`src/bgi_fifo.sv`:
```
module bgi_fifo #(
	parameter int W = 8,
	parameter int DEPTH = 2
) (
	input  logic         clk,
	input  logic         arst_n,
	input  logic         wr_en,
	input  logic [W-1:0] wr_data,
	output logic         full,
	input  logic         rd_en,
	output logic [W-1:0] rd_data,
	output logic         empty
);

	localparam int PW = (DEPTH > 1) ? $clog2(DEPTH) : 1;
	localparam int CW = $clog2(DEPTH + 1);

	logic [W-1:0]  mem_q [DEPTH];
	logic [PW-1:0] wr_ptr_q, rd_ptr_q;
	logic [CW-1:0] cnt_q;
	logic          do_wr, do_rd;

	assign full = (cnt_q == CW'(DEPTH));
	assign empty = (cnt_q == '0);
	assign do_wr = wr_en && !full;
	assign do_rd = rd_en && !empty;
	assign rd_data = mem_q[rd_ptr_q];

	always_ff @(posedge clk or negedge arst_n) begin
		if (!arst_n) begin
			wr_ptr_q <= '0;
			rd_ptr_q <= '0;
			cnt_q <= '0;
		end else begin
			if (do_wr) begin
				wr_ptr_q <= (wr_ptr_q == PW'(DEPTH - 1)) ? '0 : wr_ptr_q + PW'(1);
			end
			if (do_rd) begin
				rd_ptr_q <= (rd_ptr_q == PW'(DEPTH - 1)) ? '0 : rd_ptr_q + PW'(1);
			end
			case ({do_wr, do_rd})
				2'b10: cnt_q <= cnt_q + CW'(1);
				2'b01: cnt_q <= cnt_q - CW'(1);
				default: cnt_q <= cnt_q;
			endcase
		end
	end

	always_ff @(posedge clk) begin
		if (do_wr) begin
			mem_q[wr_ptr_q] <= wr_data;
		end
	end

endmodule

```
`config.mk`:
```
export PLATFORM = sky130hd
export DESIGN_NAME = bgi_fifo
export DESIGN_NICKNAME = d
export VERILOG_FILES = /design/src/bgi_fifo.sv
export SDC_FILE = /design/constraint.sdc
export NUM_CORES = 1
export LEC_CHECK = 0
export ABC_AREA = 1
export BUFFER_PORTS_ARGS = -buffer_cell sky130_fd_sc_hd__buf_2
export CORE_MARGIN = 2
export CORE_UTILIZATION = 44
export DETAILED_ROUTE_END_ITERATION = 8
export PLACE_DENSITY = 0.8
export SYNTH_ARGS = -nofsm -noshare
export SYNTH_HDL_FRONTEND = slang
export SYNTH_SLANG_ARGS = --single-unit
export TNS_END_PERCENT = 20
```
`constraint.sdc`:
```
create_clock -name clk -period 1.4 [get_ports clk]
set_clock_uncertainty 0.15 [all_clocks]
set_input_delay 0 -clock clk [delete_from_list [all_inputs] [get_ports clk]]
set_output_delay 0 -clock clk [all_outputs]
set_load 0.03 [all_outputs]
```
-- After elaboration in Yosys (flattened, before gate mapping)
Memories as Yosys holds them, arrays and structs flattened.
Cells that the tools add are included.
- reduce and logical (&&, ||, !) cells: 6
- eq/ne operators: 3
- $add $sub $neg: 4
- muxes and demuxes: 5
- operators by type and width (kind ; count):
    2-bit equality test (second input constant) ; 2
    1-bit two-way mux ; 4
    2-bit case mux with 2 select lines ; 1
    1-bit adder (second input constant) ; 2
    2-bit by 1-bit adder with 2-bit output (second input constant) ; 1
    2-bit by 1-bit equality test with 1-bit output (second input constant) ; 1
    1-bit logical AND ; 2
    1-bit logical NOT ; 2
    2-bit logical NOT ; 1
    2-bit nonzero test ; 1
    2-bit by 1-bit subtractor with 2-bit output (second input constant) ; 1
- bits of input ports: 12
- memories: 1
- RAM bits: 16
- register bits: 4
- output and inout port bits: 10
- memories (memory ; depth ; bits a word ; read ports ; clocked after memory_dff ; write ports ; line ; source):
    mem_q ; 2 ; 8 ; 1 ; 0 ; 1 ; 18 ; logic [W-1:0] mem_q [DEPTH];

-- Longest topological paths before layout
- depth after elaboration: 5
- depth in mapped cells: 10
- depth with buffers taken out: 10

-- Least setup slack after synthesis
Ideal clock, no wire load.
- path type: register -> register
- from: register cnt_q[1]
- to: memory mem_q[1][0], enable pin
- required time: 0.879 ns
- period minus slack after synthesis: 1.460 ns
- data arrival time: 0.940 ns
- cell stages (with the launch flop): 4
- setup slack: -0.060 ns
- cells stage by stage: dfrtp_1 -> inv_1 -> o21ai_2 -> nor2_1
- word-level cells in the longest chain between the ends: 5
- ends and longest elaborated chain (item ; line ; source):
    from (decl) ; 20 ; logic [CW-1:0] cnt_q;
    from (signal assigned) ; 42 ; 2'b10: cnt_q <= cnt_q + CW'(1);
    from (signal assigned) ; 43 ; 2'b01: cnt_q <= cnt_q - CW'(1);
    from (signal assigned) ; 44 ; default: cnt_q <= cnt_q;
    2-bit equality test ; 23 ; assign full = (cnt_q == CW'(DEPTH));
    1-bit logical NOT ; 25 ; assign do_wr = wr_en && !full;
    1-bit logical AND ; 25 ;
    1-bit two-way mux ; 50 ; if (do_wr) begin
    1-bit two-way mux (not written as such) ; 51 ; mem_q[wr_ptr_q] <= wr_data;
    to (decl) ; 18 ;
No other way between the ends.

-- Worst setup path after layout
- from: register cnt_q[1]
- to: memory mem_q[0][0], enable pin
Same word-level chain as after synthesis.

==> impl_metrics.toml <==
[outcome]
outcome = "finished with violations"
violations = "negative setup slack"

[die]
ioPinCount = 22
core_area_sq_mm = 0.00175
start_util = 0.468
row_count = 15
die_width_um = 47.1
die-area_sq_mm = 0.00222
die_h_um = 47.1

[cts]
htreeDepth = 1
ctsRootBufferMaster = "clkbuf_4"
path_clk_slew_ns = 0.11
cts.sinks = 20
clock_path_buffers = 2
cts_tree = "yes"
cts_made_buffers = 3
clk_latency_ns = 0.29

[drt]
wl_per_cell_um = 11.7
wirelength_um = 1700
drc = 0
first_pass_iters = 4
ant_nets = 0
vias = 648
viasPerCell = 4.47
drtIter0Drc = 9

[finish]
drive_gt1_frac = 0.425
n_fill_cell = 116
diodes = 0
syn_to_final_growth_pct = 58.8
layout.nets = 134
post-route-cell-area_sq_mm = 0.00130
final_util = 0.743

[setup_path]
required_ns = 1.27
crit_arrival_ns = 1.28
worstPathCellList = "inv_2, buf_6, nor2_4, inv_2, nand3_2, inv_2, buf_12"
start_kind = "flop"
cp_slowest_cell = "dfrtp_1"
max_stage_delay_ns = 0.41
reg2reg_slack_ns = -0.009
path_depth = 7
ff2ff_path_depth = 7
crit_family = "buffers and inverters"
crit_type = "reg -> reg"
end_kind = "flop"
r2r-end = "mem_q[0][0]"
timing.rr.start = "cnt_q[1]"
crit_top_cell = "inv_2"
crit_buf_inv = 5
setup.worst_path.start = "cnt_q[1]"
crit_end = "mem_q[0][0]"
critPathMaxFanout = 8

[power_and_ir_drop]
power.density_cell_area_mw_per_mm2 = 2230
power_frac_clock = 0.159
power.total_w = 0.00289
switchingPower_w = 0.00113
peakVddDrop_mv = 1.61
swShare = 0.391
combinationalPowerShare = 0.516
p_leak_nw = 0.595
seq_power_share = 0.325
p_int_w = 0.00176

[placed_design]
port-buffer-count = 21
placed_cell_area_sq_mm = 0.00101
place_worst_setup_slack_ns = -0.0977
place_hpwl_um = 1050
gp_congestion = 0.812

[global_route]
grt_busiest_layer = "met2"
grt_overflow = 0
grt_pass1_vias = 603
antenna_found_initial = 0
gr-usage-met2 = 0.312
grt_max_degree = 13
gr-usage-met1 = 0.201
track_usage = 0.174
grt_pass1_wl_um = 2570
use_met3 = 0.0346

[timing]
tightest_slew_ns = 0.195
timing.fmax_mhz = 710
rsz0062_at_grt = "true"
worst_slack_ns = -0.00918
post-route-period-util = 1.01
maxSlewViolCount = 0
tns_ns = -0.0537
fin_crit_ns = 1.41
setup_viol = 8
hold_viol = 0
slew_headroom = 0.870

[yosys]
synth_top_area_frac = 0.588
synth_cell_types = 14
synth.area.top_cells = "edfxtp_1, nand2_1, dfrtp_1"
syn_inst = 74
synth.yosys.seq_area_share = 0.711
syn_nets = 87
ys_seq_elements = 20
synth_top_cell_by_area = "edfxtp_1"
syn_avg_cell_area_sq_um = 11.0
synth_warnings = 0
synth_area_sq_um = 817

[worst_hold_path]
min_path_type = "in -> reg"

[run]
drv_cap = 0
final cells by class:
| class | count | area [sq um] | area share |
|---|---|---|---|
| Multi-Input combinational cell | 43 | 226 | 0.175 |
| Timing Repair inverter | 1 | 5.00 | 0.00386 |
| Inverter | 10 | 42.5 | 0.0328 |
| Timing Repair Buffer | 42 | 357 | 0.275 |
| Sequential cell | 20 | 583 | 0.449 |
| Tap cell | 25 | 31.3 | 0.0241 |
| Clock inverter | 1 | 30.0 | 0.0231 |
| Clock buffer | 3 | 22.5 | 0.0174 |
power groups by stage:
stage	logic [W]	clock network, W	registers, W
final	0.00149	0.000461	0.000942
after detailed placement	0.00114	0	0.000943
after global placement	0.00111	0	0.000928
after global routing	0.00163	0.000489	0.000955
after floorplan	0.000770	0	0.000893
after CTS	0.00131	0.000467	0.000931
metal layers:
layer  vias to the layer above  wire, um
met3                         4        49
met1                       295       696
met5                         -         0
met2                        18       919
li1                        331         -
met4                         0        33
synth_stat cells:
cell type	number
nand4_1	1
nand3_1	3
ha_1	1
xnor2_1	1
inv_2	3
edfxtp_1	16
o21ai_2	1
dfrtp_1	4
nor2_2	1
buf_2	1
nand2_1	32
nor2_1	1
inv_1	7
nand2_2	2
timing repair:
action	CTS	global route
gates resized for setup	11	21
gates cloned	0	1
hold buffers	11	1
buffers inserted	2	2
endpoints found under the setup margin	19	19
pin swaps	0	1
hold endpoints to repair	23	1
layout by cell type, fill, tap and decap left out, types with 2 or more instances in the layout:
master	instances
clkbuf_4	4
nand3_1	2
buf_2	13
inv_2	6
nand2_1	32
nand2_2	2
edfxtp_1	16
buf_12	2
buf_6	5
dlygate4sd3_1	12
inv_1	3
dfrtp_2	2
buf_4	9
dfrtp_1	2
worst min-delay path by stage:
stage / cells past startpoint / slack (ns) / endpoint / start
after floorplan: 0 / -0.45 / cnt_q[0] / arst_n
after global placement: 1 / -0.34 / cnt_q[1] / arst_n
after detailed placement: 1 / -0.34 / rd_ptr_q / arst_n
after CTS: 3 / -0.15 / wr_ptr_q / wr_en
after global routing: 2 / 0.27 / mem_q[1][7] / wr_data[7]
final: 2 / 0.27 / mem_q[1][7] / wr_data[7]
logic make-up after synthesis:
| kind of cell | synth area share |
|---|---|
| flip-flops | 0.711 |
| AO/OA/AOI/OAI | 0.0107 |
| XOR/XNOR | 0.0107 |
| adder cells (fa/ha/maj) | 0.0153 |
| AND/OR/NAND/NOR | 0.201 |
| buffers and inverters | 0.0521 |
sequential cells by signal (all words and copies together), names as in the netlist:
register,cells
cnt_q,2
rd_ptr_q,1
wr_ptr_q,1
mem_q,16
through the flow:
stage	instances	hold slack, ns
5_1_grt	145	0.268
2_1_floorplan	74	-0.446
3_5_place_dp	124	-0.341
4_1_cts	141	-0.152
3_3_place_gp	124	-0.337
6_report	145	0.272
worst reg2reg max path, cell delays in order (launching register included):
cell,delay (ns)
dfrtp_1,0.41
inv_2,0.12
buf_6,0.12
nor2_4,0.04
inv_2,0.04
nand3_2,0.07
inv_2,0.08
buf_12,0.12
Note: power is estimated with default switching activity, not from simulation.
