`src/bgi_pkg.sv`:
```
package bgi_pkg;

	localparam int THETA_POINTS_DEF = 64;
	localparam int Z_POINTS_DEF = 16;

	// command queue and result queue depths
	localparam int CMD_DEPTH = 2;
	localparam int RES_DEPTH = 2;

	localparam int VAL_W = 32;
	localparam int CFG_W = 7;
	localparam int TUSED_W = 7;
	localparam int ZUSED_W = 5;
	localparam logic [TUSED_W-1:0] THETA_USED_RST = 7'd64;
	localparam logic [ZUSED_W-1:0] Z_USED_RST = 5'd16;

	localparam int PROD_W = 64;
	localparam int TERM_W = 96;
	localparam int ACC_W = 99;
	localparam int MAG_W = 98;
	localparam int DEN_W = 64;
	localparam int QUO_W = 32;

	localparam logic [VAL_W-1:0] POS_MAX = 32'h7FFF_FFFF;
	localparam logic [VAL_W-1:0] NEG_MIN = 32'h8000_0000;

	typedef enum logic [1:0] {
		KIND_LOAD_THETA,
		KIND_LOAD_Z,
		KIND_LOAD_GRID,
		KIND_QUERY
	} kind_t;

	typedef enum logic {
		REG_THETA_USED,
		REG_Z_USED
	} reg_idx_t;

	typedef struct packed {
		kind_t              kind;
		logic [5:0]         theta_index;
		logic [3:0]         z_index;
		logic signed [31:0] load_value;
		logic signed [31:0] query_theta;
		logic signed [31:0] query_z;
	} item_t;

	typedef struct packed {
		logic signed [31:0] interpolated;
		logic               saturated;
		logic               degenerate_cell;
	} result_t;

	// opa: load value or query theta, opb: query z
	typedef struct packed {
		kind_t              op;
		logic [5:0]         tidx;
		logic [3:0]         zidx;
		logic signed [31:0] opa;
		logic signed [31:0] opb;
	} cmd_t;

	typedef struct packed {
		logic busy;
		logic big;
	} div_stat_t;

	typedef enum logic [3:0] {
		ST_IDLE,
		ST_TRD,
		ST_TCMP,
		ST_ZRD,
		ST_ZCMP,
		ST_FETCH,
		ST_DIFF,
		ST_DEN,
		ST_DEN2,
		ST_MAC,
		ST_NORM,
		ST_DSTART,
		ST_DIV,
		ST_OUT
	} back_state_t;

	function automatic logic [31:0] mag33(input logic [32:0] v);
		logic [32:0] n;
		n = v[32] ? (~v + 33'd1) : v;
		return n[31:0];
	endfunction

	function automatic logic [31:0] mag32(input logic [31:0] v);
		return v[31] ? (~v + 32'd1) : v;
	endfunction

endpackage

```
`src/bgi_fifo.sv`:
```
module bgi_fifo #(
	parameter int W = 8,
	parameter int DEPTH = 2
) (
	input  logic         clk,
	input  logic         arst_n,
	input  logic         wr_en,
	input  logic [W-1:0] wr_data,
	output logic         full,
	input  logic         rd_en,
	output logic [W-1:0] rd_data,
	output logic         empty
);

	localparam int PW = (DEPTH > 1) ? $clog2(DEPTH) : 1;
	localparam int CW = $clog2(DEPTH + 1);

	logic [W-1:0]  mem_q [DEPTH];
	logic [PW-1:0] wr_ptr_q, rd_ptr_q;
	logic [CW-1:0] cnt_q;
	logic          do_wr, do_rd;

	assign full = (cnt_q == CW'(DEPTH));
	assign empty = (cnt_q == '0);
	assign do_wr = wr_en && !full;
	assign do_rd = rd_en && !empty;
	assign rd_data = mem_q[rd_ptr_q];

	always_ff @(posedge clk or negedge arst_n) begin
		if (!arst_n) begin
			wr_ptr_q <= '0;
			rd_ptr_q <= '0;
			cnt_q <= '0;
		end else begin
			if (do_wr) begin
				wr_ptr_q <= (wr_ptr_q == PW'(DEPTH - 1)) ? '0 : wr_ptr_q + PW'(1);
			end
			if (do_rd) begin
				rd_ptr_q <= (rd_ptr_q == PW'(DEPTH - 1)) ? '0 : rd_ptr_q + PW'(1);
			end
			case ({do_wr, do_rd})
				2'b10: cnt_q <= cnt_q + CW'(1);
				2'b01: cnt_q <= cnt_q - CW'(1);
				default: cnt_q <= cnt_q;
			endcase
		end
	end

	always_ff @(posedge clk) begin
		if (do_wr) begin
			mem_q[wr_ptr_q] <= wr_data;
		end
	end

endmodule

```
`src/bgi_front.sv`:
```
module bgi_front #(
	parameter int THETA_POINTS = bgi_pkg::THETA_POINTS_DEF,
	parameter int Z_POINTS = bgi_pkg::Z_POINTS_DEF
) (
	input  logic           clk,
	input  logic           arst_n,
	input  logic           push,
	output logic           full,
	input  bgi_pkg::item_t item,
	input  logic           cmd_pop,
	output bgi_pkg::cmd_t  cmd,
	output logic           cmd_empty
);

	bgi_pkg::cmd_t cmd_c;
	logic          t_ok, z_ok, keep;

	assign t_ok = int'(item.theta_index) < THETA_POINTS;
	assign z_ok = int'(item.z_index) < Z_POINTS;

	// loads aimed past the end of a store are dropped here
	always_comb begin
		unique case (item.kind)
			bgi_pkg::KIND_LOAD_THETA: keep = t_ok;
			bgi_pkg::KIND_LOAD_Z:     keep = z_ok;
			bgi_pkg::KIND_LOAD_GRID:  keep = t_ok && z_ok;
			bgi_pkg::KIND_QUERY:      keep = 1'b1;
			default:                  keep = 1'b0;
		endcase
		cmd_c.op = item.kind;
		cmd_c.tidx = item.theta_index;
		cmd_c.zidx = item.z_index;
		cmd_c.opa = (item.kind == bgi_pkg::KIND_QUERY) ? item.query_theta : item.load_value;
		cmd_c.opb = item.query_z;
	end

	bgi_fifo #(
		.W($bits(bgi_pkg::cmd_t)),
		.DEPTH(bgi_pkg::CMD_DEPTH)
	) u_cmd_q (
		.clk(clk),
		.arst_n(arst_n),
		.wr_en(push && keep),
		.wr_data(cmd_c),
		.full(full),
		.rd_en(cmd_pop),
		.rd_data(cmd),
		.empty(cmd_empty)
	);

endmodule

```
`config.mk`:
```
export PLATFORM = sky130hd
export DESIGN_NAME = bgi_front
export DESIGN_NICKNAME = d
export VERILOG_FILES = /design/src/bgi_pkg.sv /design/src/bgi_fifo.sv /design/src/bgi_front.sv
export SDC_FILE = /design/constraint.sdc
export NUM_CORES = 1
export LEC_CHECK = 0
export ABC_CLOCK_PERIOD_IN_PS = 6200
export CAP_MARGIN = 20
export CORE_MARGIN = 4
export CORE_UTILIZATION = 49
export CTS_CLUSTER_SIZE = 10
export DETAILED_ROUTE_END_ITERATION = 12
export DONT_BUFFER_PORTS = 1
export GPL_ROUTABILITY_DRIVEN = 0
export SLEW_MARGIN = 10
export SYNTH_ARGS = -nofsm -noshare
export SYNTH_HDL_FRONTEND = slang
export SYNTH_HIERARCHICAL = 1
export SYNTH_SLANG_ARGS = --single-unit
export TNS_END_PERCENT = 50
```
`constraint.sdc`:
```
create_clock -name clk -period 6.2 [get_ports clk]
set_input_delay 1.24 -clock clk [delete_from_list [all_inputs] [get_ports clk]]
set_output_delay 1.24 -clock clk [all_outputs]
set_load 0.005 [all_outputs]
```
# After elaboration in Yosys (flattened, before gate mapping)
# Memories as Yosys holds them, arrays and structs flattened.
# Index checks and enable logic that the tools add are counted.
[word_totals] reg_bits=4 mem_bits_rw=152 in_bits=112 output_inout_bits=78 word_cells=30 memories=1
[mem_list] name="u_cmd_q.mem_q" words=2 word_bits=76 read_ports=1 rd_ports_with_merged_regs=0 write_ports=1 line="bgi_fifo.sv:18" source="logic [W-1:0] mem_q [DEPTH];"
[op_classes] addsub=4 eq_ne=6 mux=7 n_reduce_logical=9
[ops] op="32-bit 2-to-1 mux" n=1
[ops] op="2-bit == test, second input constant" n=4
[ops] op="1-bit 2-to-1 mux" n=5
[ops] op="2-bit by 1-bit == test with 1-bit output, second input constant" n=2
[ops] op="2-bit zero test" n=2
[ops] op="2-bit case mux with 2 select lines" n=1
[ops] op="4-bit OR reduction" n=1
[ops] op="1-bit logical AND" n=3
[ops] op="1-bit adder, second input constant" n=2
[ops] op="2-bit by 1-bit adder with 2-bit output, second input constant" n=1
[ops] op="1-bit zero test" n=2
[ops] op="2-bit nonzero test" n=1
[ops] op="2-bit by 1-bit subtractor with 2-bit output, second input constant" n=1

# Logic depth before layout (Yosys ltp)
# Gate-level depths: netlist of the first run.
[depth] ltp_word=7 ltp_mapped=6 mapped_depth_nobuf=6

# Modules after synthesis
# The synthesis of the first run kept the hierarchy.
[by_module_without_submodules] module="bgi_fifo" instances=1 cells_per_inst=255 area_each_um2=5814.3 seq_area_each_um2=4664.5
[by_module_without_submodules] module="bgi_front" instances=1 cells_per_inst=36 area_each_um2=544.3 seq_area_each_um2=0.0

# Worst setup path before layout of the first run
# Ideal clock, no wire load.
[synth_path] kind="input to register" from="input push" to="memory u_cmd_q/mem_q[0][0] (netlist bit) (enable)" setup_time_ns=0.511 t_arrival_ns=4.505 required_time_ns=5.689 slack_ns=1.184 path_stages=2 cell_sequence="nand2_1 > nor2_1"
[synth_between] elab_chain_len=4
[synth_lines] item="start: declaration" line="bgi_front.sv:7" source="input logic push,"
[synth_lines] item="1-bit logical AND" line="bgi_front.sv:43" source=".wr_en(push && keep),"
[synth_lines] item="1-bit logical AND" line="bgi_fifo.sv:25" source="assign do_wr = wr_en && !full;"
[synth_lines] item="1-bit 2-to-1 mux" line="bgi_fifo.sv:50" source="if (do_wr) begin"
[synth_lines] item="1-bit 2-to-1 mux (implied by the code)" line="bgi_fifo.sv:51" source="mem_q[wr_ptr_q] <= wr_data;"
[synth_lines] item="end: declaration" line="bgi_fifo.sv:18"
# No other way between the ends.

==> results of run 1 <==
==> Yosys cell counts <==
master	instances	area share, %
sky130_fd_sc_hd__and3_1	1	0.098
sky130_fd_sc_hd__buf_8	3	0.71
sky130_fd_sc_hd__nor2b_1	1	0.098
sky130_fd_sc_hd__dfrtp_1	4	1.6
sky130_fd_sc_hd__ha_1	1	0.20
sky130_fd_sc_hd__buf_12	3	0.94
sky130_fd_sc_hd__buf_2	4	0.31
sky130_fd_sc_hd__mux2_4	60	14
sky130_fd_sc_hd__inv_1	1	0.059
sky130_fd_sc_hd__xor2_1	2	0.28
sky130_fd_sc_hd__edfxtp_1	152	72
sky130_fd_sc_hd__nor2_1	3	0.18
sky130_fd_sc_hd__xnor2_1	3	0.41
sky130_fd_sc_hd__nand2_1	1	0.059
sky130_fd_sc_hd__nand2_4	1	0.18
sky130_fd_sc_hd__nand2b_1	1	0.098
sky130_fd_sc_hd__buf_6	2	0.35
sky130_fd_sc_hd__mux2_2	48	8.5
==> cells by family (layout without fill, tap and decap cells) <==
family	after synthesis	count (layout)	share of synthesized area, %
fa+ha+maj	1	1	0.197
mux	108	108	22.7
xor+xnor	5	5	0.689
simple gates	8	8	0.708
flops	156	156	73.4
buf+inv	13	37	2.38
==> area by class of cell <==
| cell class | count | area (sq um) | area share [%] |
|---|---|---|---|
| clock buffers | 18 | 429 | 6.04 |
| clock inverters | 14 | 176 | 2.48 |
| inverters | 1 | 3.75 | 0.0528 |
| multi-input cells | 122 | 1560 | 21.9 |
| flip-flops and latches | 156 | 4670 | 65.7 |
| well taps | 172 | 215 | 3.03 |
| repair buffers | 4 | 55.1 | 0.775 |
==> layer usage <==
layer | track usage [%] | share of wire [%]
met5 | 0 | 0
met4 | 6.30 | 1.7
met3 | 7.47 | 12
met2 | 21.9 | 48
met1 | 16.0 | 38
==> report_power, final <==
group          total [mW]  internal [mW]  switching [mW]
registers            1.56           1.45           0.110
clock network        1.04          0.667           0.378
logic               0.746          0.369           0.377
==> worst max-delay path: cells and delay by family, from the launching register on <==
family / cells / cell delay (ns)
buffers and inverters: 1 / 0.62
muxes: 1 / 0.43
DFF: 1 / 0.78
==> state kept, by name, indices dropped and copies added, names as in the netlist <==
signal	flops
u_cmd_q/mem_q	152
u_cmd_q/cnt_q	2
u_cmd_q/rd_ptr_q	1
u_cmd_q/wr_ptr_q	1
==> path summary, 6_finish.rpt <==
path,endpoint,depth (start not counted),startpoint
min reg2reg,u_cmd_q/cnt_q[1],1,u_cmd_q/cnt_q[1]
max,cmd[75],2,u_cmd_q/rd_ptr_q
min,u_cmd_q/cnt_q[1],1,u_cmd_q/cnt_q[1]
min in group asynchronous,u_cmd_q/wr_ptr_q,0,arst_n
max in group asynchronous,u_cmd_q/rd_ptr_q,0,arst_n
max reg2reg,u_cmd_q/mem_q[0][55],5,u_cmd_q/cnt_q[0]
==> stage by stage <==
stage / area [sq um] / setup slack (ns) / util, % / power, mW / hold WS [ns]
floorplan: 6360 / 1.18 / - / 2.21 / 0.461
global placement: 6460 / 2.95 / 51.0 / 2.33 / 0.482
detailed placement: 6460 / 2.89 / 51.0 / 2.34 / 0.495
CTS: 7060 / 2.59 / 55.7 / 3.39 / 0.498
global route: 7100 / 2.53 / 56.1 / 3.51 / 0.496
finish: 7100 / 2.65 / 56.1 / 3.35 / 0.503
==> out/qor.tcl, run 1 <==
set qor(postCtsResizedCells) 0
set qor(setup_repair_after_global_routing_missed_its_margin) {no}
set qor(cp.arrival_ns) 2.31
set qor(synth.lib_cells_used.distinct) 18
set qor(leakagePower_nw) 2.54
set qor(finalCritPeriodShare_pct) 57.3
set qor(first_pass_iters) 4
set qor(clock.fmax_ghz) 0.282
set qor(start_util_pct) 50.2
set qor(grt_pass1_wl_mm) 15.1
set qor(drc) 0
set qor(numPortBuffers) 0
set qor(worst_pin_slew_ns) 0.666
set qor(number_of_clock_sinks_seen_by_cts) 156
set qor(rows) 41
set qor(maximum_number_of_pins_on_one_net_before_global_route_repair) 77
set qor(die-area_sq_um) 14900
set qor(highest_count_cells_in_the_layout_ignoring_fill_and_taps) {152 x sky130_fd_sc_hd__edfxtp_1, 60 x sky130_fd_sc_hd__mux2_4, 48 x sky130_fd_sc_hd__mux2_2}
set qor(run_status) {complete, no violations}
set qor(syn_avg_cell_area_sq_um) 21.9
set qor(setup_viol) 0
set qor(cts.htree.levels) 4
set qor(cts.path.max_buffers) 2
set qor(timing.critical_path.cells) {buf_4 -> mux2_2}
set qor(areaGrowthSynthToFinish_pct) 11.7
set qor(synthesis.instances) 291
set qor(die_w_microns) 122
set qor(layout_commonest_cell) {sky130_fd_sc_hd__edfxtp_1}
set qor(fillers) 1014
set qor(route.detailed.vias_per_inst) 5.28
set qor(critical-path-slowest-cell) {sky130_fd_sc_hd__dfrtp_4}
set qor(numPlacedInstances) 453
set qor(first_iter_violations) 129
set qor(cts_made_buffers) 17
set qor(post-cts-setup-buffers) 0
set qor(cpPeakStageDelay_ns) 0.78
set qor(period_minus_slack_ns) 3.55
set qor(critPathKind) {reg -> out}
set qor(combined_area_of_all_synthesized_cells_sq_um) 6360
set qor(clockRootBuffer) {sky130_fd_sc_hd__clkbuf_16}
set qor(pwr_density_cell_nw_per_um2) 472
set qor(maximum_fanout_count_along_the_critical_path) 41
set qor(tritoncts) {done}
set qor(maximum_capacitance_violations) 0
set qor(count_of_antenna_violating_nets_left_after_detailed_routing) 0
set qor(cts_hold_buf) 0
set qor(timing.clock.skew_ns) 0.00667
set qor(clk_pin_slew_ns) 0.06
set qor(route.final.wire_length_mm) 10.5
set qor(fp.coreArea_sq_um) 12700
set qor(overflow) 0
set qor(share_of_layout_cells_above_drive_strength_1_pct) 46.3
set qor(finalHoldViolCount) 0
set qor(chipHeight_microns) 122
set qor(finalSetupTns_ns) 0
set qor(timing.critical_path.to_type) {output pin}
set qor(grt_pass1_vias) 2711
set qor(post_drt_wl_per_cell_microns) 21.5
set qor(number_of_storage_elements_in_the_synthesis_netlist) 156
set qor(synth.yosys.seq_area_share_pct) 73.4
set qor(number_of_nets_in_the_layout) 415
set qor(vias) 2573
set qor(worstHoldPathType) {reg -> reg}
set qor(antenna_cells_inserted) 0
set qor(cp.required_ns) 4.96
set qor(dp.final_hpwl_mm) 6.82
set qor(clock_latency_on_the_worst_skew_pair_ns) 0.41
set qor(startpoint_type) {register}
set qor(grt_antenna_before_repair) 0
set qor(num_io_pins) 190
set qor(finalNonFillerCells) 487
set qor(mappedNetlistNets) 404
set qor(synth.yosys.warnings) 6
set qor(final-max-slew-violation-count) 0
set qor(maxSlewHeadroom_pct) 55.6
set qor(setup.reg_to_reg.worst_slack_ns) 3.97
set qor(vdd.ir_drop.worst_uv) 232
set qor(gr-usage-all-layers_pct) 14.0
Note: power is estimated with default switching activity, not from simulation.
==> run 2: changes to the inputs <==
--- a/config.mk
+++ b/config.mk
@@ -5,7 +5,8 @@
 export SDC_FILE = /design/constraint.sdc
 export NUM_CORES = 1
 export LEC_CHECK = 0
-export ABC_CLOCK_PERIOD_IN_PS = 6200
+export ABC_AREA = 1
+export ABC_CLOCK_PERIOD_IN_PS = 3150
 export CAP_MARGIN = 20
 export CORE_MARGIN = 4
 export CORE_UTILIZATION = 49
@@ -13,6 +14,7 @@
 export DETAILED_ROUTE_END_ITERATION = 12
 export DONT_BUFFER_PORTS = 1
 export GPL_ROUTABILITY_DRIVEN = 0
+export PLACE_DENSITY = 0.66
 export SLEW_MARGIN = 10
 export SYNTH_ARGS = -nofsm -noshare
 export SYNTH_HDL_FRONTEND = slang
==> constraint.sdc (replaced) <==
create_clock -name clk -period 3.15 [get_ports clk]
set_input_delay 0.63 -clock clk [delete_from_list [all_inputs] [get_ports clk]]
set_output_delay 0.63 -clock clk [all_outputs]
set_load 0.005 [all_outputs]
==> run 2 against run 1 <==
Net effect:
- sequential power grew 90%
- global-route usage grew 3.0 points
- final cell count grew 48%
- sequential cell count is the same
- sequential share of layout area grew 0.88 points
- critical endpoint unchanged
- largest power group unchanged
- clock-buffer cell count shrank 1
- final area shrank 1.4%
- via count grew 42%
- highest routed layer unchanged
- register-to-register slack lost 2.8 ns
- total power grew 96%
- critical path depth grew 1
- area after synthesis shrank 0.24%
==> out/qor.tcl, run 2 <==
set qor(cts.path.max_buffers) 2 ;# unchanged
set qor(timing.critical_path.to_type) {output pin}
set qor(synth.area.top_cells) {sky130_fd_sc_hd__edfxtp_1 72%, sky130_fd_sc_hd__nand2_1 17%, sky130_fd_sc_hd__nand3_1 2.8%}
set qor(vias) 3645 ;# +42%
set qor(layout_commonest_cell) {sky130_fd_sc_hd__nand2_1}
set qor(drc) 0 ;# unchanged
set qor(chipHeight_microns) 122 ;# -0.11%
set qor(worst_pin_slew_ns) 0.821 ;# +0.154 ns
set qor(synth.yosys.warnings) 6 ;# unchanged
set qor(combined_area_of_all_synthesized_cells_sq_um) 6340 ;# -0.24%
set qor(run_status) {complete, no violations}
set qor(numPortBuffers) 0 ;# unchanged
set qor(setup_repair_after_global_routing_missed_its_margin) {no}
set qor(die-area_sq_um) 14800 ;# -0.22%
set qor(number_of_clock_sinks_seen_by_cts) 156 ;# unchanged
set qor(synth.cells.most_frequent) {292 x sky130_fd_sc_hd__nand2_1, 152 x sky130_fd_sc_hd__edfxtp_1, 35 x sky130_fd_sc_hd__nand3_1, 12 x sky130_fd_sc_hd__buf_6, 10 x sky130_fd_sc_hd__nand2_2}
set qor(setup.reg_to_reg.worst_slack_ns) 1.16 ;# -2.81 ns
set qor(setup.worst_path.start) {u_cmd_q/rd_ptr_q}
set qor(rows) 41 ;# unchanged
set qor(maximum_number_of_pins_on_one_net_before_global_route_repair) 78 ;# +1.3%
set qor(route.detailed.vias_per_inst) 5.06 ;# -4.2%
set qor(grt_pass1_wl_mm) 18.7 ;# +24%
set qor(grt_pass1_vias) 3601 ;# +33%
set qor(count_of_antenna_violating_nets_left_after_detailed_routing) 0 ;# unchanged
set qor(maximum_capacitance_violations) 0 ;# unchanged
set qor(number_of_storage_elements_in_the_synthesis_netlist) 156 ;# unchanged
set qor(cp.required_ns) 2.52 ;# -2.44 ns
set qor(worstHoldPathType) {in -> reg}
set qor(num_io_pins) 190 ;# unchanged
set qor(leakagePower_nw) 2.83 ;# +12%
set qor(registers.top_by_ff_count) {u_cmd_q/mem_q}
set qor(mappedNetlistNets) 651 ;# +61%
set qor(cts.htree.levels) 4 ;# unchanged
set qor(synth_enable_flop_cells) 152 ;# unchanged
set qor(vdd.ir_drop.worst_uv) 530 ;# +130%
set qor(reg2reg_to) {u_cmd_q/mem_q[0][22]}
set qor(dp.final_hpwl_mm) 7.92 ;# +16%
set qor(share_of_layout_cells_above_drive_strength_1_pct) 9.12 ;# -37 points
set qor(period_minus_slack_ns) 2.41
set qor(maximum_fanout_count_along_the_critical_path) 77 ;# +88%
set qor(synth.largest_area_cell) {sky130_fd_sc_hd__edfxtp_1}
set qor(synth.lib_cells_used.distinct) 17 ;# -1
set qor(pwr_density_cell_nw_per_um2) 936 ;# +98%
set qor(tritoncts) {done}
set qor(gr-usage-all-layers_pct) 17.0 ;# +3.0 points
set qor(largest_register_ffs) 152 ;# unchanged
set qor(syn_avg_cell_area_sq_um) 11.8 ;# -46%
set qor(share_of_async_settable_or_async_resettable_flops_after_synthesis_pct) 2.56 ;# unchanged
set qor(clock_latency_on_the_worst_skew_pair_ns) 0.42 ;# about the same
set qor(first_iter_violations) 298 ;# +130%
set qor(grt_antenna_before_repair) 0 ;# unchanged
set qor(timing.rr.start) {u_cmd_q/cnt_q[0]}
set qor(overflow) 0 ;# unchanged
set qor(post-cts-setup-buffers) 0 ;# unchanged
set qor(finalHoldViolCount) 0 ;# unchanged
set qor(clock.fmax_ghz) 0.414
set qor(final_core_util_pct) 55.3 ;# -0.77 points
set qor(route.final.wire_length_mm) 12.2 ;# +16%
set qor(clockRootBuffer) {sky130_fd_sc_hd__clkbuf_16}
set qor(worstRegToRegCells) 5 ;# unchanged
set qor(fillers) 1055 ;# +4.0%
set qor(start_util_pct) 50.1 ;# -0.12 points
set qor(yosys.area.top_type_share_pct) 72.0 ;# +0.17 points
set qor(endpoint) {cmd[75]}
set qor(ys.flop_type) {sky130_fd_sc_hd__edfxtp_1}
set qor(antenna_cells_inserted) 0 ;# unchanged
set qor(design_power_total_mw) 6.55 ;# +96%
set qor(yosys.cell_count.top_type) {sky130_fd_sc_hd__nand2_1}
set qor(finalCritPeriodShare_pct) 76.7
set qor(die_w_microns) 122 ;# -0.11%
set qor(finalSetupTns_ns) 0 ;# unchanged
set qor(highest_count_cells_in_the_layout_ignoring_fill_and_taps) {292 x sky130_fd_sc_hd__nand2_1, 152 x sky130_fd_sc_hd__edfxtp_1, 35 x sky130_fd_sc_hd__nand3_1}
set qor(timing.clock.skew_ns) 0.00485 ;# -0.00182 ns
set qor(critPathKind) {reg -> out}
set qor(final-max-slew-violation-count) 0 ;# unchanged
set qor(startpoint_type) {register}
set qor(synthesis.instances) 538 ;# +85%
set qor(first_pass_iters) 8 ;# +4
set qor(post_drt_wl_per_cell_microns) 16.9 ;# -21%
set qor(fp.coreArea_sq_um) 12700 ;# unchanged
set qor(cts_made_buffers) 17 ;# unchanged
set qor(cp.arrival_ns) 1.78 ;# -0.53 ns
set qor(synth.yosys.seq_area_share_pct) 73.5 ;# +0.17 points
set qor(registers_with_the_most_flip_flops) {u_cmd_q/mem_q: 152 flops, u_cmd_q/cnt_q: 2 flops}
set qor(areaGrowthSynthToFinish_pct) 10.4
set qor(setup_viol) 0 ;# unchanged
set qor(clk_pin_slew_ns) 0.06 ;# about the same
set qor(number_of_nets_in_the_layout) 648 ;# +56%
set qor(maxSlewHeadroom_pct) 45.3 ;# -10 points
[run 2: cell count changes in the layout (fill, tap and decap cells not counted), moves of 4 or more]
| cell | delta |
|---|---|
| sky130_fd_sc_hd__nand3_1 | +35 |
| sky130_fd_sc_hd__inv_1 | +7 |
| sky130_fd_sc_hd__mux2_2 | -48 |
| sky130_fd_sc_hd__nand2_2 | +10 |
| sky130_fd_sc_hd__clkinv_2 | -4 |
| sky130_fd_sc_hd__mux2_4 | -60 |
| sky130_fd_sc_hd__nand2_1 | +291 |
[run 2: layer usage]
metal | track usage (%) | part of all wire [%] | up-vias
li1 | - | - | 1779
met5 | 0 | 0 | -
met1 | 19.8 | 39 | 1674
met4 | 7.56 | 2.1 | 0
met3 | 7.47 | 11 | 22
met2 | 27.2 | 48 | 170
[run 2: critical path, cell delays in order, from the launching register on]
cell and delay, ns:
sky130_fd_sc_hd__dfrtp_2 0.38, sky130_fd_sc_hd__buf_4 0.63, sky130_fd_sc_hd__nand2_1 0.14, sky130_fd_sc_hd__nand2_1 0.15
[run 2: how the worst min path moves through the flow]
stage / slack (ns) / cells past startpoint / end / from
after global routing: 0.27 / 0 / u_cmd_q/mem_q[0][15] / item[15]
after floorplan: 0.33 / 0 / u_cmd_q/cnt_q[0] / arst_n
after CTS: 0.28 / 0 / u_cmd_q/mem_q[0][6] / item[6]
after global placement: 0.33 / 0 / u_cmd_q/cnt_q[1] / arst_n
after detailed placement: 0.33 / 0 / u_cmd_q/cnt_q[1] / arst_n
final: 0.30 / 0 / u_cmd_q/mem_q[1][5] / item[5]
[run 2: timing repair]
item	CTS	global route
gates resized for setup	0	0
hold endpoints to repair	4	0
hold buffers	1	0
[run 2: stage by stage]
step / setup WS [ns] / cell area (sq um) / cells / hold slack [ns]
CTS: 0.716 / 7010 / 720 / 0.280
finish: 0.735 / 7010 / 720 / 0.303
global placement: 1.17 / 6370 / 687 / 0.335
detailed placement: 1.14 / 6370 / 687 / 0.335
global route: 0.614 / 7010 / 720 / 0.267
floorplan: 0.517 / 6350 / 538 / 0.334
[run 2: layout make-up]
type	instances	area, sq um	area share, %
clock buffer	17	425	6.07
clock inverter	15	196	2.80
inverter	10	41.3	0.589
multi-input combinational	344	1400	20.0
sequential	156	4670	66.6
tap	172	215	3.07
timing repair buffer	6	60.1	0.857
[run 2: cells by family after synthesis]
family | share of synthesized area (%)
adder cells (fa/ha/maj) | 0.197
flip-flops | 73.5
AO/OA/AOI/OAI | 0.0788
AND/OR/NAND/NOR | 21.6
XOR/XNOR | 0.138
buffers and inverters | 4.50
[run 2: power by group]
group	switching [mW]	internal, mW
clock network	0.786	1.32
registers	0.116	2.85
logic	1.14	0.338
